File: config.mk
export PLATFORM = sky130hd
export DESIGN_NAME = periodic_task_due_queue
export DESIGN_NICKNAME = d
export VERILOG_FILES = /design/src/design/ptdq_pkg.sv /design/src/design/ptdq_order_list.sv /design/src/design/ptdq_task_table.sv /design/src/design/ptdq_ctrl.sv /design/src/design/periodic_task_due_queue.sv
export SDC_FILE = /design/constraint.sdc
export NUM_CORES = 2
export LEC_CHECK = 0
export ABC_AREA = 0
export BUFFER_PORTS_ARGS = -buffer_cell sky130_fd_sc_hd__buf_2
export CAP_MARGIN = 20
export CORE_ASPECT_RATIO = 1.75
export CORE_MARGIN = 10
export CORE_UTILIZATION = 55
export DETAILED_ROUTE_END_ITERATION = 6
export GPL_ROUTABILITY_DRIVEN = 0
export PLACE_DENSITY = 0.71
export SLEW_MARGIN = 20
export SYNTH_ARGS = -nofsm -noshare
export SYNTH_HDL_FRONTEND = slang
export SYNTH_SLANG_ARGS = --single-unit
File: constraint.sdc
create_clock -name clk -period 7.4 [get_ports clk]
set_input_delay 0 -clock clk [delete_from_list [all_inputs] [get_ports clk]]
set_output_delay 0 -clock clk [all_outputs]
set_load 0.03 [all_outputs]
File: src/design/ptdq_pkg.sv
`timescale 1ns / 1ps
`default_nettype none
// ----------------------------------------------------------------------------
// Periodic task due queue package
// Shared widths, mode codes, beat types and memory command types.
// ----------------------------------------------------------------------------
package ptdq_pkg;

  localparam int MAX_TASKS = 16;
  localparam int ID_SLOTS  = 16;
  localparam int IDX_W     = $clog2(MAX_TASKS);
  localparam int CNT_W     = $clog2(MAX_TASKS + 1);
  localparam int ID_W      = 4;
  localparam int PRIO_W    = 8;
  localparam int PERIOD_W  = 32;
  localparam int TICK_W    = 64;
  localparam int MODE_W    = 3;
  localparam int QCOUNT_W  = 5;

  localparam logic [MODE_W-1:0] MODE_DISPATCH = 3'd0;
  localparam logic [MODE_W-1:0] MODE_CANNOT   = 3'd1;
  localparam logic [MODE_W-1:0] MODE_INIT     = 3'd2;
  localparam logic [MODE_W-1:0] MODE_SYSTEM   = 3'd3;
  localparam logic [MODE_W-1:0] MODE_MANUAL   = 3'd4;

  typedef logic [IDX_W-1:0]  idx_t;
  typedef logic [CNT_W-1:0]  cnt_t;
  typedef logic [ID_W-1:0]   id_t;
  typedef logic [PRIO_W-1:0] prio_t;
  typedef logic [TICK_W-1:0] tick_t;

  typedef struct packed {
    logic [MODE_W-1:0]   mode;
    id_t                 task_id;
    prio_t               task_priority;
    logic [PERIOD_W-1:0] task_period;
    tick_t               now_tick;
  } request_t;

  typedef struct packed {
    logic                dispatched;
    id_t                 dispatched_id;
    logic                list_full_error;
    logic [QCOUNT_W-1:0] queued_count;
  } result_t;

  typedef struct packed {
    logic rd_en;
    idx_t rd_idx;
    logic wr_en;
    logic wr_front;
    idx_t wr_idx;
    id_t  wr_id;
    logic pop;
  } order_cmd_t;

  typedef struct packed {
    logic  rd_en;
    id_t   rd_id;
    id_t   wr_id;
    logic  wr_due_en;
    tick_t wr_due;
    logic  wr_prio_en;
    prio_t wr_prio;
  } task_cmd_t;

  typedef struct packed {
    tick_t due;
    prio_t prio;
  } task_data_t;

  function automatic idx_t idx_add(idx_t a, idx_t b);
    logic [IDX_W:0] sum;
    sum = {1'b0, a} + {1'b0, b};
    if (sum >= (IDX_W + 1)'(MAX_TASKS)) begin
      sum = sum - (IDX_W + 1)'(MAX_TASKS);
    end
    return sum[IDX_W-1:0];
  endfunction

endpackage
`default_nettype wire

File: src/design/ptdq_order_list.sv
`timescale 1ns / 1ps
`default_nettype none
// ----------------------------------------------------------------------------
// Order list memory
// Circular list of task ids addressed relative to the head pointer.
// ----------------------------------------------------------------------------
module ptdq_order_list (
  input  wire                    clk,
  input  wire                    rst,
  input  ptdq_pkg::order_cmd_t   cmd,
  output ptdq_pkg::id_t          rd_id
);
  import ptdq_pkg::*;

  id_t  mem [MAX_TASKS];
  idx_t head;
  idx_t head_prev;
  idx_t wr_addr;
  idx_t rd_addr;

  assign head_prev = idx_add(head, idx_t'(MAX_TASKS - 1));
  assign wr_addr   = cmd.wr_front ? head_prev : idx_add(head, cmd.wr_idx);
  assign rd_addr   = idx_add(head, cmd.rd_idx);

  always_ff @(posedge clk) begin
    if (rst) begin
      head <= '0;
    end else if (cmd.pop) begin
      head <= idx_add(head, idx_t'(1));
    end else if (cmd.wr_en && cmd.wr_front) begin
      head <= head_prev;
    end
  end

  always_ff @(posedge clk) begin
    if (cmd.wr_en) begin
      mem[wr_addr] <= cmd.wr_id;
    end
    if (cmd.rd_en) begin
      rd_id <= mem[rd_addr];
    end
  end

endmodule
`default_nettype wire

File: src/design/ptdq_task_table.sv
`timescale 1ns / 1ps
`default_nettype none
// ----------------------------------------------------------------------------
// Task table memory
// Due tick and priority for each task id, with separate field writes.
// ----------------------------------------------------------------------------
module ptdq_task_table (
  input  wire                    clk,
  input  ptdq_pkg::task_cmd_t    cmd,
  output ptdq_pkg::task_data_t   rd_data
);
  import ptdq_pkg::*;

  task_data_t mem [ID_SLOTS];

  always_ff @(posedge clk) begin
    if (cmd.wr_due_en) begin
      mem[cmd.wr_id].due <= cmd.wr_due;
    end
    if (cmd.wr_prio_en) begin
      mem[cmd.wr_id].prio <= cmd.wr_prio;
    end
    if (cmd.rd_en) begin
      rd_data <= mem[cmd.rd_id];
    end
  end

endmodule
`default_nettype wire

File: src/design/ptdq_ctrl.sv
`timescale 1ns / 1ps
`default_nettype none
// ----------------------------------------------------------------------------
// Queue sequencer
// Decodes each request, walks the order list and drives the result register.
// ----------------------------------------------------------------------------
module ptdq_ctrl (
  input  wire                    clk,
  input  wire                    rst,
  input  wire                    request_valid,
  output logic                   request_stall,
  input  ptdq_pkg::request_t     request,
  output logic                   result_valid,
  input  wire                    result_stall,
  output ptdq_pkg::result_t      result,
  output ptdq_pkg::order_cmd_t   order_cmd,
  input  ptdq_pkg::id_t          order_id,
  output ptdq_pkg::task_cmd_t    task_cmd,
  input  ptdq_pkg::task_data_t   task_data
);
  import ptdq_pkg::*;

  typedef enum logic [3:0] {
    ST_IDLE,
    ST_D_ORD,
    ST_D_CMP,
    ST_M_ADD,
    ST_INS,
    ST_SCAN_A,
    ST_SCAN_B,
    ST_ROT,
    ST_RESULT
  } state_t;

  state_t   state;
  cnt_t     count;
  idx_t     idx;
  id_t      cur_id;
  id_t      carry;
  request_t r;
  tick_t    key;
  logic     res_disp;
  id_t      res_id;
  logic     res_err;

  logic  full;
  logic  goes_before;
  logic  last_entry;
  logic  at_tail;
  tick_t manual_due;

  assign full        = (count == CNT_W'(MAX_TASKS));
  assign goes_before = (task_data.due > key) ||
                       ((task_data.due == key) && (task_data.prio > r.task_priority));
  assign last_entry  = ((CNT_W'(idx) + CNT_W'(1)) == count);
  assign at_tail     = (CNT_W'(idx) == count);
  assign manual_due  = task_data.due + TICK_W'(r.task_period);
  assign request_stall = (state != ST_IDLE);

  always_comb begin
    order_cmd            = '0;
    task_cmd             = '0;
    task_cmd.wr_id       = r.task_id;
    order_cmd.wr_id      = r.task_id;
    unique case (state)
      ST_IDLE: begin
        if (request_valid) begin
          task_cmd.wr_id   = request.task_id;
          task_cmd.wr_due  = request.now_tick;
          task_cmd.wr_prio = request.task_priority;
          unique case (request.mode) inside
            MODE_DISPATCH: begin
              order_cmd.rd_en = 1'b1;
            end
            MODE_CANNOT: begin
              task_cmd.wr_prio_en = 1'b1;
              if (!full) begin
                order_cmd.wr_en    = 1'b1;
                order_cmd.wr_front = 1'b1;
                order_cmd.wr_id    = request.task_id;
              end
            end
            MODE_INIT: begin
              task_cmd.wr_due_en  = 1'b1;
              task_cmd.wr_prio_en = 1'b1;
            end
            MODE_SYSTEM: begin
              task_cmd.wr_prio_en = 1'b1;
            end
            MODE_MANUAL: begin
              task_cmd.wr_prio_en = 1'b1;
              task_cmd.rd_en      = 1'b1;
              task_cmd.rd_id      = request.task_id;
            end
            default: begin
            end
          endcase
        end
      end
      ST_D_ORD: begin
        task_cmd.rd_en = 1'b1;
        task_cmd.rd_id = order_id;
      end
      ST_D_CMP: begin
        order_cmd.pop = (r.now_tick >= task_data.due);
      end
      ST_M_ADD: begin
        task_cmd.wr_due_en = 1'b1;
        task_cmd.wr_due    = manual_due;
      end
      ST_INS: begin
        if (!full) begin
          if (count == '0) begin
            order_cmd.wr_en = 1'b1;
          end else begin
            order_cmd.rd_en = 1'b1;
          end
        end
      end
      ST_SCAN_A: begin
        task_cmd.rd_en   = 1'b1;
        task_cmd.rd_id   = order_id;
        order_cmd.rd_en  = 1'b1;
        order_cmd.rd_idx = idx + idx_t'(1);
      end
      ST_SCAN_B: begin
        if (goes_before) begin
          order_cmd.wr_en  = 1'b1;
          order_cmd.wr_idx = idx;
        end else if (last_entry) begin
          order_cmd.wr_en  = 1'b1;
          order_cmd.wr_idx = idx + idx_t'(1);
        end
      end
      ST_ROT: begin
        order_cmd.wr_en  = 1'b1;
        order_cmd.wr_idx = idx;
        order_cmd.wr_id  = carry;
        if (!at_tail) begin
          order_cmd.rd_en  = 1'b1;
          order_cmd.rd_idx = idx + idx_t'(1);
        end
      end
      ST_RESULT: begin
      end
      default: begin
      end
    endcase
  end

  always_ff @(posedge clk) begin
    if (rst) begin
      state        <= ST_IDLE;
      count        <= '0;
      result_valid <= 1'b0;
    end else begin
      if ((state == ST_RESULT) && (!result_valid || !result_stall)) begin
        result_valid <= 1'b1;
      end else if (result_valid && !result_stall) begin
        result_valid <= 1'b0;
      end
      unique case (state)
        ST_IDLE: begin
          if (request_valid) begin
            r        <= request;
            key      <= request.now_tick;
            res_disp <= 1'b0;
            res_id   <= '0;
            res_err  <= 1'b0;
            unique case (request.mode) inside
              MODE_DISPATCH: begin
                state <= (count == '0) ? ST_RESULT : ST_D_ORD;
              end
              MODE_CANNOT: begin
                if (full) begin
                  res_err <= 1'b1;
                end else begin
                  count <= count + CNT_W'(1);
                end
                state <= ST_RESULT;
              end
              MODE_INIT, MODE_SYSTEM: begin
                state <= ST_INS;
              end
              MODE_MANUAL: begin
                state <= ST_M_ADD;
              end
              default: begin
                state <= ST_RESULT;
              end
            endcase
          end
        end
        ST_D_ORD: begin
          cur_id <= order_id;
          state  <= ST_D_CMP;
        end
        ST_D_CMP: begin
          if (r.now_tick >= task_data.due) begin
            res_disp <= 1'b1;
            res_id   <= cur_id;
            count    <= count - CNT_W'(1);
          end
          state <= ST_RESULT;
        end
        ST_M_ADD: begin
          key   <= manual_due;
          state <= ST_INS;
        end
        ST_INS: begin
          if (full) begin
            res_err <= 1'b1;
            state   <= ST_RESULT;
          end else if (count == '0) begin
            count <= count + CNT_W'(1);
            state <= ST_RESULT;
          end else begin
            idx   <= '0;
            state <= ST_SCAN_A;
          end
        end
        ST_SCAN_A: begin
          cur_id <= order_id;
          state  <= ST_SCAN_B;
        end
        ST_SCAN_B: begin
          if (goes_before) begin
            carry <= cur_id;
            idx   <= idx + idx_t'(1);
            state <= ST_ROT;
          end else if (last_entry) begin
            count <= count + CNT_W'(1);
            state <= ST_RESULT;
          end else begin
            idx   <= idx + idx_t'(1);
            state <= ST_SCAN_A;
          end
        end
        ST_ROT: begin
          if (at_tail) begin
            count <= count + CNT_W'(1);
            state <= ST_RESULT;
          end else begin
            carry <= order_id;
            idx   <= idx + idx_t'(1);
          end
        end
        ST_RESULT: begin
          if (!result_valid || !result_stall) begin
            result.dispatched      <= res_disp;
            result.dispatched_id   <= res_id;
            result.list_full_error <= res_err;
            result.queued_count    <= QCOUNT_W'(count);
            state                  <= ST_IDLE;
          end
        end
        default: begin
          state <= ST_IDLE;
        end
      endcase
    end
  end

endmodule
`default_nettype wire

File: src/design/periodic_task_due_queue.sv
`timescale 1ns / 1ps
`default_nettype none
// ----------------------------------------------------------------------------
// Periodic task due queue
// Due-tick ordered task list with priority tie-break and FIFO on full ties.
// ----------------------------------------------------------------------------
// Requests arrive on the request channel and each one yields exactly one
// result beat on the result channel. A beat moves when valid is high and
// stall is low. The block works on one request at a time and stalls the
// request channel from the cycle after acceptance until its result has been
// loaded into the output register.
// A dispatch check reads the head id from the order list, then its task
// table entry, and compares the due tick; an empty list, a cannot-run push
// or an unknown mode goes straight to the result. A sorted insert compares
// list entries in order and moves each entry behind the new one back a slot;
// a manual yield first adds the period to the stored due tick. The scan is
// set by the order list memory read followed by the task table read per entry.
// The result register holds a finished result while the receiver stalls; the
// next request is accepted meanwhile, and its own result waits for the
// register to drain. Reset empties the list; the stored due ticks and
// priorities keep whatever they held and must be written before use.
// ----------------------------------------------------------------------------
module periodic_task_due_queue (
  input  wire                 clk,
  input  wire                 rst,
  input  wire                 request_valid,
  output logic                request_stall,
  input  ptdq_pkg::request_t  request,
  output logic                result_valid,
  input  wire                 result_stall,
  output ptdq_pkg::result_t   result
);
  import ptdq_pkg::*;

  order_cmd_t order_cmd;
  id_t        order_id;
  task_cmd_t  task_cmd;
  task_data_t task_data;

  ptdq_ctrl u_ctrl (
    .clk           (clk),
    .rst           (rst),
    .request_valid (request_valid),
    .request_stall (request_stall),
    .request       (request),
    .result_valid  (result_valid),
    .result_stall  (result_stall),
    .result        (result),
    .order_cmd     (order_cmd),
    .order_id      (order_id),
    .task_cmd      (task_cmd),
    .task_data     (task_data)
  );

  ptdq_order_list u_order_list (
    .clk   (clk),
    .rst   (rst),
    .cmd   (order_cmd),
    .rd_id (order_id)
  );

  ptdq_task_table u_task_table (
    .clk     (clk),
    .cmd     (task_cmd),
    .rd_data (task_data)
  );

`ifndef SYNTHESIS
  a_busy_after_accept: assert property (@(posedge clk) disable iff (rst)
    (request_valid && !request_stall) |=> request_stall)
    else $error("request accepted while a previous request was still in work");

  a_disp_err_exclusive: assert property (@(posedge clk) disable iff (rst)
    result_valid |-> !(result.dispatched && result.list_full_error))
    else $error("dispatch and list full error flagged in one beat");

  a_idle_id_zero: assert property (@(posedge clk) disable iff (rst)
    (result_valid && !result.dispatched) |-> (result.dispatched_id == '0))
    else $error("dispatched id nonzero without a dispatch");

  a_count_bound: assert property (@(posedge clk) disable iff (rst)
    (result_valid && result.list_full_error) |->
      (result.queued_count == QCOUNT_W'(MAX_TASKS)))
    else $error("list full error reported with list not full");
`endif

endmodule
`default_nettype wire

==> metrics.cfg <==
[synthesis]
synth_top_area_cell=sky130_fd_sc_hd__edfxtp_1
mapped_cells=4956
ys_seq_elements=1507
synthDominantCellAreaShare_pct=68.4
asyncSetResetFlopFracSynth_pct=0
top_cells_by_area_synth=sky130_fd_sc_hd__edfxtp_1, sky130_fd_sc_hd__nand2_1, sky130_fd_sc_hd__a211oi_1
postSynthAreaPerCell_um2=13.2
netlist_area_um2=65600
ys_top_cells_by_count=sky130_fd_sc_hd__edfxtp_1, sky130_fd_sc_hd__nand2_1, sky130_fd_sc_hd__a211oi_1
synthesis.nets=5255
synth.most_common_cell=sky130_fd_sc_hd__edfxtp_1
yosysWarnings=0
synth_sequential_area_ratio_pct=68.8
synthFlopType=sky130_fd_sc_hd__edfxtp_1
synth_enable_flop_cells=1493
synth.distinct_cells=81

[sta]
period_minus_slack_ns=6.57
timing_worst_slew_pin_value_ns=1.23
slew_violations=0
timing.final.crit_share_pct=88.8
hold_viol_final=0
postLayoutSetupSlackWorst_ns=0.827
slew_headroom_pct=17.7
setup_viol=0
timing.clock.skew_ns=0.0308
fmax_ghz=0.152
grt_setup_unrepaired=false
fin_setup_tns_ns=0

[detailed_routing]
vias=42700
drcViolationCount=10
viasPerCell=6.27
antenna_violating_nets_post_route=0
detail_route.wirelength_um=171000
detailedRoute.firstIterationViolations=4370
first_pass_iters=7
route.detailed.wl_per_inst_um=25.1

[clock_network]
cts_tree=done
cts_repair_resize_count=0
clock-root-buffer=sky130_fd_sc_hd__clkbuf_16
cts_max_level=4
path_clk_slew_ns=0.06
max-clock-path-buffers=3
numClockSinks=1507
clock_latency_ns=0.78
cts_made_buffers=136

[cells_and_area]
fillerInstances=8619
fin_cells=6809
final_core_util_pct=62.8
syn_to_final_growth_pct=13.4
nets=5482
drive_above_1_share_pct=9.00

[global_routing]
maximum_number_of_pins_on_one_net_before_global_route_repair=145
grt_antenna_before_repair=15
grt_pass1_wl_um=257000
grt_pass1_vias=42700
global_route.overflow_total=0
track_usage_pct=25.3

[floorplan]
placement_rows=167
dieArea_um2=134000
fp.dieH_um=477
ioPinCount=128
fp.coreArea_um2=118000
start_util_pct=55.3
die_w_um=281

[critical_path]
critical_path.endpoint_type=flop
timing.critical_path.arrival_ns=6.96
path_class=reg2reg
path_max_fanout=9
crit_path_start_kind=flop
critPathRequiredTime_ns=7.79

[worst_hold_path]
hold_class=in2reg

[power_and_ir_drop]
peakVddDrop_mv=0.223
power_per_cell_area_nw_per_um2=246
p_leak_nw=25.9
p_total_mw=18.3

[run_status]
outcome=complete, but fails checks
failed_checks=DRC

[flow_run]
drv.max_cap_violation_count=0

[place]
placedCellCount=6375
worst_slack_after_detailed_placement_ns=0.938
post-dp-hpwl_um=100000
buffer_ports.inserted=127

==> critical path: stages, from the launching register on <==
cell and delay, ns:
sky130_fd_sc_hd__edfxtp_1 0.45, sky130_fd_sc_hd__ha_1 0.35, sky130_fd_sc_hd__nand4_1 0.18, sky130_fd_sc_hd__or4_4 0.59, sky130_fd_sc_hd__or4b_4 0.69, sky130_fd_sc_hd__a31oi_1 0.44
sky130_fd_sc_hd__a211oi_2 0.22, sky130_fd_sc_hd__a21oi_2 0.50, sky130_fd_sc_hd__or2_1 0.24, sky130_fd_sc_hd__nand2_1 0.08, sky130_fd_sc_hd__a21oi_1 0.25, sky130_fd_sc_hd__ha_1 0.29
sky130_fd_sc_hd__a21o_1 0.16, sky130_fd_sc_hd__a21oi_1 0.24, sky130_fd_sc_hd__nand2_1 0.15, sky130_fd_sc_hd__a211oi_2 0.30, sky130_fd_sc_hd__a41o_1 0.17, sky130_fd_sc_hd__nor3_1 0.09
sky130_fd_sc_hd__nor4_1 0.79
==> timing repair <==
item	in CTS	in global routing
endpoints found under the setup margin	0	0
hold buffers	191	0
setup buffers	0	0
hold endpoints to repair	1037	0
==> state kept, by name, indices dropped and copies added, names as in the netlist, 5 cells and up <==
| signal | cells |
|---|---|
| u_task_table.mem | 1152 |
| u_ctrl.r | 108 |
| u_task_table.rd_data | 72 |
| u_ctrl.key | 64 |
| u_order_list.mem | 64 |
| u_ctrl.result | 11 |
| u_ctrl.count | 5 |
==> final timing paths <==
check | start | endpoint | slack [ns] | depth (start not counted)
max | u_task_table.rd_data[61] | u_order_list.mem[14][0] | 0.83 | 18
min | request[11] | u_ctrl.r[11] | 0.02 | 2
max reg2reg | u_task_table.rd_data[61] | u_order_list.mem[14][0] | 0.83 | 18
min reg2reg | u_ctrl.res_disp | u_ctrl.result[10] | 0.42 | 0
==> logic make-up after synthesis <==
kind of cell | count (synthesis) | synth area share (%)
DFF | 1507 | 68.8
and+or+nand+nor | 1463 | 10.3
AOI/OAI and AO/OA | 1209 | 12.6
buffers and inverters | 473 | 2.76
adders and majority gates | 184 | 3.56
xor gates and xnor gates | 75 | 1.00
muxes | 45 | 1.02
==> layout by cell type, fill, tap and decap left out, types with 20 or more instances in the layout <==
cell type | synthesis | final
sky130_fd_sc_hd__a211oi_1 | 385 | 385
sky130_fd_sc_hd__a21o_1 | 40 | 40
sky130_fd_sc_hd__a21oi_1 | 243 | 242
sky130_fd_sc_hd__a311oi_1 | 146 | 146
sky130_fd_sc_hd__a31oi_1 | 162 | 158
sky130_fd_sc_hd__and2_1 | 300 | 299
sky130_fd_sc_hd__and3_1 | 22 | 22
sky130_fd_sc_hd__buf_12 | 0 | 32
sky130_fd_sc_hd__buf_2 | 26 | 127
sky130_fd_sc_hd__buf_4 | 0 | 39
sky130_fd_sc_hd__clkbuf_1 | 267 | 29
sky130_fd_sc_hd__clkbuf_16 | 0 | 139
sky130_fd_sc_hd__clkinv_1 | 0 | 21
sky130_fd_sc_hd__dlygate4sd3_1 | 0 | 191
sky130_fd_sc_hd__edfxtp_1 | 1493 | 1493
sky130_fd_sc_hd__ha_1 | 180 | 180
sky130_fd_sc_hd__inv_1 | 170 | 170
sky130_fd_sc_hd__mux2i_1 | 20 | 20
sky130_fd_sc_hd__nand2_1 | 855 | 855
sky130_fd_sc_hd__nand3_1 | 40 | 40
sky130_fd_sc_hd__nand4_1 | 40 | 40
sky130_fd_sc_hd__nor2_1 | 106 | 88
sky130_fd_sc_hd__nor3_1 | 31 | 30
sky130_fd_sc_hd__o21ai_0 | 44 | 44
sky130_fd_sc_hd__o21ai_1 | 84 | 77
sky130_fd_sc_hd__xnor2_1 | 58 | 58
==> layer usage <==
| layer | vias to the layer above | part of all wire [%] | wire, um | track usage [%] |
|---|---|---|---|---|
| met1 | 21200 | 38 | 64200 | 30.7 |
| met2 | 1779 | 51 | 87200 | 43.6 |
| li1 | 19200 | - | - | - |
| met5 | - | 0.061 | 105 | 0 |
| met4 | 18 | 4.7 | 8030 | 12.0 |
| met3 | 430 | 6.6 | 11300 | 4.01 |
==> where the power goes <==
group	total [mW]	switching, mW	leakage (nW)	internal (mW)
clock	6.91	3.07	2.07	3.84
sequential	9.75	0.0801	13.7	9.67
combinational	1.62	1.10	10.1	0.519
==> through the flow <==
| stage | hold slack [ns] | cell area, um2 |
|---|---|---|
| after floorplan | 0.0989 | 65600 |
| after global placement | 0.177 | 68100 |
| after detailed placement | 0.178 | 68100 |
| after CTS | 0.00266 | 74300 |
| after global routing | 0.0247 | 74300 |
| final | 0.0223 | 74400 |
==> cell type report <==
type	count	area [um2]	area share, %
clock buffer	168	3590	4.82
inverter	171	642	0.863
timing repair buffer	391	3500	4.71
multi-input combinational	2976	18900	25.4
antenna	8	20.0	0.0269
sequential	1507	45100	60.7
clock inverter	67	682	0.917
tap	1521	1900	2.56
Power figures use the tool's default switching activity.
